File: src/rtl/lph_pkg.sv
// ----------------------------------------------------------------------------
// lph_pkg: shared types and constants for the linear probe hash table
// Field widths of the stream words and the result status codes.
// ----------------------------------------------------------------------------
package lph_pkg;

    // Width of a stored key; the value zero marks an empty slot.
    localparam int KEY_W  = 31;
    // Width of the reported slot field.
    localparam int SLOT_W = 4;
    // Width of the status field.
    localparam int STAT_W = 2;

    typedef logic [KEY_W-1:0] key_t;

    // Operation selector carried on the input tuser.
    typedef enum logic {
        ACT_INSERT = 1'b0,
        ACT_SEARCH = 1'b1
    } action_t;

    // Result status carried on the output tuser.
    typedef enum logic [STAT_W-1:0] {
        ST_OK        = 2'd0,
        ST_NOT_FOUND = 2'd1,
        ST_FULL      = 2'd2,
        ST_BAD_KEY   = 2'd3
    } status_t;

endpackage

File: src/rtl/lph_ram.sv
// ----------------------------------------------------------------------------
// lph_ram: generic simple dual-port RAM
// One write port and one read port with registered read data.
// ----------------------------------------------------------------------------
module lph_ram #(
    parameter int WIDTH = 31,
    parameter int DEPTH = 16
) (
    input  logic                     clk,
    input  logic                     wr_en,
    input  logic [$clog2(DEPTH)-1:0] wr_addr,
    input  logic [WIDTH-1:0]         wr_data,
    input  logic [$clog2(DEPTH)-1:0] rd_addr,
    output logic [WIDTH-1:0]         rd_data
);

    logic [WIDTH-1:0] mem [DEPTH];

    // Write port and registered read port.
    always_ff @(posedge clk)
    begin
        if (wr_en)
        begin
            mem[wr_addr] <= wr_data;
        end
        rd_data <= mem[rd_addr];
    end

endmodule

File: src/rtl/lph_hash.sv
// ----------------------------------------------------------------------------
// lph_hash: home slot unit
// Reduces a key modulo the table size. A power-of-two size takes the low
// bits; any other size takes a multiply by a rounded-up reciprocal for the
// quotient, then a multiply and subtract for the remainder.
// ----------------------------------------------------------------------------
module lph_hash #(
    parameter int TABLE_SIZE = 16
) (
    input  logic                          clk,
    input  logic                          rst_n,
    input  logic                          start,
    input  lph_pkg::key_t                 key,
    output logic                          done,
    output logic [$clog2(TABLE_SIZE)-1:0] home
);

    localparam int  IDXW    = $clog2(TABLE_SIZE);
    localparam bit  IS_POW2 = (TABLE_SIZE & (TABLE_SIZE - 1)) == 0;

    logic            done_reg;
    logic [IDXW-1:0] home_reg;

    assign done = done_reg;
    assign home = home_reg;

    if (IS_POW2) begin : g_mask
        // The home slot is simply the low bits of the key.
        always_ff @(posedge clk or negedge rst_n)
        begin
            if (!rst_n)
            begin
                done_reg <= 1'b0;
            end
            else
            begin
                done_reg <= start;
            end
        end

        always_ff @(posedge clk)
        begin
            if (start)
            begin
                home_reg <= key[IDXW-1:0];
            end
        end
    end else begin : g_recip
        // With the shift set to key width plus index width, the rounded-up
        // reciprocal gives the exact quotient for every key value.
        localparam int PROD_SH = lph_pkg::KEY_W + IDXW;
        localparam int QW      = 63 - PROD_SH;
        localparam logic [63:0] RECIP_FULL =
            ((64'd1 << PROD_SH) / 64'(TABLE_SIZE)) + 64'd1;
        localparam logic [31:0] RECIP  = RECIP_FULL[31:0];
        localparam logic [31:0] SIZE_W = 32'(TABLE_SIZE);

        logic          mul_reg;
        logic          sub_reg;
        lph_pkg::key_t key_hold_reg;
        logic [QW-1:0] quot_reg;
        logic [62:0]   prod;
        logic [31:0]   back;
        logic [31:0]   rem;

        // Quotient product, then the remainder by multiply and subtract.
        assign prod = 63'(key_hold_reg) * 63'(RECIP);
        assign back = 32'(quot_reg) * SIZE_W;
        assign rem  = {1'b0, key_hold_reg} - back;

        // Step sequencing: quotient, remainder, done.
        always_ff @(posedge clk or negedge rst_n)
        begin
            if (!rst_n)
            begin
                mul_reg  <= 1'b0;
                sub_reg  <= 1'b0;
                done_reg <= 1'b0;
            end
            else
            begin
                mul_reg  <= start;
                sub_reg  <= mul_reg;
                done_reg <= sub_reg;
            end
        end

        // Key, quotient and remainder datapath.
        always_ff @(posedge clk)
        begin
            if (start)
            begin
                key_hold_reg <= key;
            end
            if (mul_reg)
            begin
                quot_reg <= prod[62:PROD_SH];
            end
            if (sub_reg)
            begin
                home_reg <= rem[IDXW-1:0];
            end
        end
    end

endmodule

File: src/rtl/linear_probe_hash_table_core.sv
// ----------------------------------------------------------------------------
// linear_probe_hash_table_core: open-addressing hash table, linear probing
// Inserts or searches positive keys in a table held in one RAM. One probe
// sequencer reads one slot per cycle through a single key comparator.
// ----------------------------------------------------------------------------
//  Channel  Dir  tdata                       tuser
//  s_*      in   [30:0] key                  [0] action (0 insert, 1 search)
//  m_*      out  [3:0] slot                  [1:0] status
//
//  An item is accepted, hashed to its home slot, then probed from there over
//  1 to TABLE_SIZE slots through the one RAM read port, and its result is
//  handed to the output register. A zero key skips hashing and probing.
//  After reset a clearing pass writes every slot to empty, with s_tready
//  low. s_tready is high only while the sequencer is idle; a held output
//  word stalls only the final handoff.
// ----------------------------------------------------------------------------
module linear_probe_hash_table_core #(
    parameter int TABLE_SIZE = 16
) (
    input  logic       clk,
    input  logic       rst_n,
    input  logic       s_tvalid,
    output logic       s_tready,
    input  logic [31:0] s_tdata,   // [30:0] key, [31] zero
    input  logic       s_tuser,    // [0] action
    output logic       m_tvalid,
    input  logic       m_tready,
    output logic [7:0] m_tdata,    // [3:0] slot, [7:4] zero
    output logic [1:0] m_tuser     // [1:0] status
);

    localparam int IDXW = $clog2(TABLE_SIZE);
    localparam logic [IDXW-1:0] LAST_IDX = IDXW'(TABLE_SIZE - 1);

    typedef enum logic [2:0] {
        S_CLEAR,
        S_IDLE,
        S_HASH,
        S_PROBE,
        S_DONE
    } state_t;

    state_t                   state_reg, state_next;
    logic [IDXW-1:0]          idx_reg, idx_next;
    logic [IDXW-1:0]          cnt_reg, cnt_next;
    lph_pkg::key_t            key_reg, key_next;
    lph_pkg::action_t         act_reg, act_next;
    logic [IDXW-1:0]          res_slot_reg, res_slot_next;
    lph_pkg::status_t         res_stat_reg, res_stat_next;
    logic                     out_valid_reg, out_valid_next;
    logic [lph_pkg::SLOT_W-1:0] out_slot_reg, out_slot_next;
    lph_pkg::status_t         out_stat_reg, out_stat_next;

    logic                     accept;
    lph_pkg::key_t            in_key;
    logic                     hash_start;
    logic                     hash_done;
    logic [IDXW-1:0]          hash_home;
    logic                     wr_en;
    logic [IDXW-1:0]          wr_addr;
    lph_pkg::key_t            wr_data;
    lph_pkg::key_t            rd_data;
    logic [IDXW-1:0]          idx_inc;
    logic                     slot_match;
    logic                     slot_empty;
    logic [31:0]              res_slot_ext;

    assign in_key     = s_tdata[lph_pkg::KEY_W-1:0];
    assign s_tready   = (state_reg == S_IDLE);
    assign accept     = s_tvalid && s_tready;
    assign hash_start = accept && (in_key != '0);

    // Home slot unit.
    lph_hash #(
        .TABLE_SIZE (TABLE_SIZE)
    ) u_hash (
        .clk   (clk),
        .rst_n (rst_n),
        .start (hash_start),
        .key   (in_key),
        .done  (hash_done),
        .home  (hash_home)
    );

    // Slot storage; the read address is the next probe index, so the registered read data belongs to the current probe.
    lph_ram #(
        .WIDTH (lph_pkg::KEY_W),
        .DEPTH (TABLE_SIZE)
    ) u_ram (
        .clk     (clk),
        .wr_en   (wr_en),
        .wr_addr (wr_addr),
        .wr_data (wr_data),
        .rd_addr (idx_next),
        .rd_data (rd_data)
    );

    // Probe helpers: wrapping increment and the single key comparator.
    assign idx_inc      = (idx_reg == LAST_IDX) ? '0 : idx_reg + 1'b1;
    assign slot_match   = (rd_data == key_reg);
    assign slot_empty   = (rd_data == '0);
    assign res_slot_ext = 32'(res_slot_reg);

    // Sequencer next-state logic.
    always_comb
    begin
        state_next     = state_reg;
        idx_next       = idx_reg;
        cnt_next       = cnt_reg;
        key_next       = key_reg;
        act_next       = act_reg;
        res_slot_next  = res_slot_reg;
        res_stat_next  = res_stat_reg;
        out_valid_next = out_valid_reg && !m_tready;
        out_slot_next  = out_slot_reg;
        out_stat_next  = out_stat_reg;
        wr_en          = 1'b0;
        wr_addr        = idx_reg;
        wr_data        = key_reg;

        case (state_reg)
            S_CLEAR:
            begin
                wr_en   = 1'b1;
                wr_data = '0;
                if (idx_reg == LAST_IDX)
                begin
                    idx_next   = '0;
                    state_next = S_IDLE;
                end
                else
                begin
                    idx_next = idx_inc;
                end
            end

            S_IDLE:
            begin
                if (s_tvalid)
                begin
                    key_next = in_key;
                    act_next = lph_pkg::action_t'(s_tuser);
                    if (in_key == '0)
                    begin
                        res_slot_next = '0;
                        res_stat_next = lph_pkg::ST_BAD_KEY;
                        state_next    = S_DONE;
                    end
                    else
                    begin
                        state_next = S_HASH;
                    end
                end
            end

            S_HASH:
            begin
                if (hash_done)
                begin
                    idx_next   = hash_home;
                    cnt_next   = '0;
                    state_next = S_PROBE;
                end
            end

            S_PROBE:
            begin
                if (act_reg == lph_pkg::ACT_INSERT)
                begin
                    if (slot_empty)
                    begin
                        wr_en         = 1'b1;
                        res_slot_next = idx_reg;
                        res_stat_next = lph_pkg::ST_OK;
                        state_next    = S_DONE;
                    end
                    else if (cnt_reg == LAST_IDX)
                    begin
                        res_slot_next = '0;
                        res_stat_next = lph_pkg::ST_FULL;
                        state_next    = S_DONE;
                    end
                    else
                    begin
                        idx_next = idx_inc;
                        cnt_next = cnt_reg + 1'b1;
                    end
                end
                else
                begin
                    if (slot_match)
                    begin
                        res_slot_next = idx_reg;
                        res_stat_next = lph_pkg::ST_OK;
                        state_next    = S_DONE;
                    end
                    else if (slot_empty || cnt_reg == LAST_IDX)
                    begin
                        res_slot_next = '0;
                        res_stat_next = lph_pkg::ST_NOT_FOUND;
                        state_next    = S_DONE;
                    end
                    else
                    begin
                        idx_next = idx_inc;
                        cnt_next = cnt_reg + 1'b1;
                    end
                end
            end

            S_DONE:
            begin
                if (!out_valid_reg || m_tready)
                begin
                    out_valid_next = 1'b1;
                    out_slot_next  = res_slot_ext[lph_pkg::SLOT_W-1:0];
                    out_stat_next  = res_stat_reg;
                    state_next     = S_IDLE;
                end
            end

            default:
            begin
                state_next = S_IDLE;
            end
        endcase
    end

    // State and registered outputs.
    always_ff @(posedge clk or negedge rst_n)
    begin
        if (!rst_n)
        begin
            state_reg     <= S_CLEAR;
            idx_reg       <= '0;
            cnt_reg       <= '0;
            out_valid_reg <= 1'b0;
        end
        else
        begin
            state_reg     <= state_next;
            idx_reg       <= idx_next;
            cnt_reg       <= cnt_next;
            out_valid_reg <= out_valid_next;
        end
    end

    // Payload registers.
    always_ff @(posedge clk)
    begin
        key_reg      <= key_next;
        act_reg      <= act_next;
        res_slot_reg <= res_slot_next;
        res_stat_reg <= res_stat_next;
        out_slot_reg <= out_slot_next;
        out_stat_reg <= out_stat_next;
    end

    assign m_tvalid = out_valid_reg;
    assign m_tdata  = {4'b0000, out_slot_reg};
    assign m_tuser  = out_stat_reg;

`ifndef SYNTHESIS
    // A search never modifies the table.
    a_search_no_write: assert property (@(posedge clk) disable iff (!rst_n)
        (state_reg == S_PROBE && act_reg == lph_pkg::ACT_SEARCH) |-> !wr_en)
        else $error("table written during a search");

    // A zero key is rejected without hashing or probing.
    a_zero_key: assert property (@(posedge clk) disable iff (!rst_n)
        (accept && in_key == '0) |=>
            (state_reg == S_DONE && res_stat_reg == lph_pkg::ST_BAD_KEY))
        else $error("zero key not rejected");

    // Any non-ok result reports slot zero.
    a_slot_zero: assert property (@(posedge clk) disable iff (!rst_n)
        (m_tvalid && m_tuser != lph_pkg::ST_OK) |-> (m_tdata[3:0] == 4'd0))
        else $error("nonzero slot with failing status");

    // An insert writes only the slot it found empty.
    a_write_empty: assert property (@(posedge clk) disable iff (!rst_n)
        (state_reg == S_PROBE && wr_en) |-> (slot_empty && wr_addr == idx_reg))
        else $error("insert wrote an occupied slot");
`endif

endmodule
File: config.mk
export PLATFORM = sky130hd
export DESIGN_NAME = linear_probe_hash_table_core
export DESIGN_NICKNAME = d
export VERILOG_FILES = /design/src/rtl/lph_pkg.sv /design/src/rtl/lph_ram.sv /design/src/rtl/lph_hash.sv /design/src/rtl/linear_probe_hash_table_core.sv
export SDC_FILE = /design/constraint.sdc
export NUM_CORES = 1
export LEC_CHECK = 0
export CORE_ASPECT_RATIO = 2
export CORE_UTILIZATION = 55
export CTS_CLUSTER_DIAMETER = 30
export DETAILED_ROUTE_END_ITERATION = 10
export DONT_BUFFER_PORTS = 1
export GPL_ROUTABILITY_DRIVEN = 1
export GPL_TIMING_DRIVEN = 1
export PLACE_DENSITY = 0.76
export REMOVE_ABC_BUFFERS = 1
export SLEW_MARGIN = 20
export SYNTH_ARGS = -nofsm -noshare
export SYNTH_HDL_FRONTEND = slang
export SYNTH_HIERARCHICAL = 1
export SYNTH_SLANG_ARGS = --single-unit
File: constraint.sdc
create_clock -name clk -period 4.1 [get_ports clk]
set_input_delay 0.205 -clock clk [delete_from_list [all_inputs] [get_ports clk]]
set_output_delay 0.205 -clock clk [all_outputs]
set_load 0.05 [all_outputs]
==> qor.csv <==
metric,value,unit
outcome,completed,
htreeDepth,2,
ys_types,53,
r2r_slack,290,ps
synth_compound_area_frac,0.0326,
syn_avg_cell_area,20.5,um2
syn-cell-area,22400,um2
synth_top_family_by_area,multiplexers,
tightest_slew,1170,ps
r2r_start,u_ram/rd_data[14],
dieWidth,145,um
ys_warn_count,6,
maxCapViolCount,0,
clock_sinks,588,
synth-edff-count,544,
track_usage,0.262,
crit_type,flip-flop to flip-flop,
ff2ff_path_depth,11,
dp.cells,1618,
yosys.area_share.adder,0.00112,
layout-drive-gt1-share,0.249,
synthArstFlopShare,0.0221,
endpoint_kind,flip-flop,
routed_via_density,6.50,
synthXorXnorAreaFrac,0.0121,
core,40200,um2
antenna_found_initial,0,
initial_utilization,0.558,
port_buffers,0,
pwr-share-clk,0.284,
critPathRequiredTime,4580,ps
wl_per_cell,29.4,um
max-clock-path-buffers,3,
slowest_stage,mux4_2,
peakVddDrop,606,uV
fmax,262,MHz
drtAntennaViolNets,0,
cts-resized-gates,0,
fin_crit_sh,0.930,
min_path_type,primary input to async pin,
synth-simple-area-share,0.0446,
crit_family,compound AO/OA/AOI/OAI gates,
finalHoldViolCount,0,
switching_power,6450,uW
dr.first_iter.drc_count,1537,
largest_reg_flops,496,
p_int,13600,uW
layout.nets,1224,
synth.area.mux_share,0.125,
ys.flop_type,edfxtp_1,
drv_slew,0,
critPathLaunchType,flip-flop,
vias,11500,
fin_cells,1767,
pwr-share-comb,0.353,
path_common_cell,buf_12,
seq_area,17300,um2
swShare,0.322,
worstSkewPairLatency,630,ps
critPathBufInv,3,
yosys_register_bits,588,
p_leak,0.00836,uW
dr.pass1.iters,5,
grt_pass1_vias,11800,
drc,0,
rsz0062_at_grt,no,
seq_power_share,0.363,
clk_pin_slew,70,ps
grt_pass1_wl,75700,um
critPathMaxFanout,17,
nFillCells,2515,
wirelength,51900,um
power.density,772,nW/um2
diodes,0,
min_period,3810,ps
cts_root_buf,clkbuf_16,
max_stage_delay,530,ps
hpwl,29400,um
cts_tree,done,
die_h,288,um
multi_input_area,5030,um2
cts_buffers,60,
gp_congestion,0.922,
crit_chain,nor4_1 > nand4_1 > o21ai_0 > a31oi_4 > a2111oi_2 > buf_12 > buf_12 > buf_12 > mux4_2 > a22oi_1 > nand2_1,
die_area,41700,um2
row_count,104,
grt-ovfl-total,0,
clock_skew,26.3,ps
grt_start_max_net_pins,67,
io_pins,49,
yosysSeqAreaShare,0.770,
r2r-end,u_ram/rd_data[15],
setup_viol_count_final,0,
setup_tns,0,ps
synthCells,1094,
maxSlewHeadroom,0.220,
area_growth,15.8,%
arrival,4290,ps
## cells in the final DEF (no fill, tap or decap), types with 14 or more instances in the layout
master / n
a22oi_1: 62
buf_12: 14
buf_4: 32
clkbuf_16: 61
dfxtp_1: 31
dlygate4sd3_1: 35
edfxtp_1: 544
mux4_2: 124
nand2_1: 46
nand4_1: 14
nor2_1: 16
nor2b_1: 31
xnor2_1: 31
## routing by layer
metal | track usage | up-vias | routed length [um]
met3 | 0.0497 | 155 | 4490
met2 | 0.448 | 675 | 27700
li1 | - | 4696 | -
met4 | 0.109 | 0 | 1900
met5 | 0 | - | 0
met1 | 0.325 | 5957 | 17800
## cell families (layout without fill, tap and decap cells)
group           after synthesis  in the layout
compound gates              100            100
other cells                   1              4
mux                         126            126
fa+ha+maj                     2              2
simple gates                187            187
xor+xnor                     31             31
flops                       588            588
buf+inv                      59            199
## stage by stage
stage | total power, uW | setup WS (ps) | hold WS, ps | cell area, um2 | utilization
2_1_floorplan | 9930 | -22660 | -90.6 | 22200 | -
3_3_place_gp | 14300 | 432 | -90.1 | 23500 | 0.584
3_5_place_dp | 14400 | 400 | -90.1 | 23500 | 0.584
4_1_cts | 20100 | 302 | 92.2 | 26000 | 0.646
5_1_grt | 20800 | 165 | 139 | 26000 | 0.646
6_report | 20000 | 285 | 75.7 | 26000 | 0.646
## power by group through the flow
stage | logic [uW] | registers, uW | clock network [uW]
finish | 7080 | 7280 | 5690
global route | 7500 | 7290 | 5960
CTS | 7130 | 7280 | 5740
detailed placement | 7010 | 7400 | 0
global placement | 6940 | 7400 | 0
floorplan | 2720 | 7210 | 0
## cell type report
class                           instances  area share
Sequential cell                       588       0.665
Multi-Input combinational cell        450       0.194
Clock buffer                           68      0.0598
Inverter                                4    0.000578
Clock inverter                         46      0.0219
Tap cell                              530      0.0255
Timing Repair Buffer                   81      0.0335
## timing repair
| action | in CTS | in global routing |
|---|---|---|
| buffers inserted | 0 | 0 |
| hold buffers | 35 | 0 |
| endpoints found under the hold margin | 57 | 0 |
## worst max-delay path by stage
stage	from	endpoint	slack (ps)	depth (start not counted)
finish	u_ram/rd_data[14]	u_ram/rd_data[15]	290	11
global route	idx_reg[1]	u_ram/rd_data[27]	170	11
CTS	key_reg[27]	u_ram/rd_data[15]	300	11
detailed placement	key_reg[27]	u_ram/rd_data[15]	400	11
global placement	key_reg[27]	u_ram/rd_data[15]	430	11
floorplan	cnt_reg[0]	u_ram/rd_data[0]	-22660	9
## synth_stat cells, types with 2 or more instances
library cell	instances	area share
buf_6	7	0.0035
ha_1	2	0.0011
and2_1	7	0.0020
inv_2	3	0.00050
nand4_1	14	0.0039
a22oi_1	62	0.021
buf_4	5	0.0017
o21ai_1	5	0.0011
clkbuf_1	27	0.0045
o21ai_0	5	0.0011
dfrtp_1	13	0.014
nor4_4	2	0.0019
nor2_1	29	0.0049
nand2b_1	3	0.00084
nor2b_1	37	0.010
nand2_1	46	0.0077
mux4_2	124	0.12
a31oi_1	4	0.0011
and3_1	6	0.0017
buf_2	15	0.0033
a41o_1	2	0.00089
xnor2_1	31	0.012
a21oi_1	8	0.0018
edfxtp_1	544	0.73
nor3_1	10	0.0022
nand3_1	12	0.0027
nand3b_1	2	0.00067
dfxtp_1	31	0.028
nor4_1	14	0.0039
Note: power is estimated with default switching activity, not from simulation.
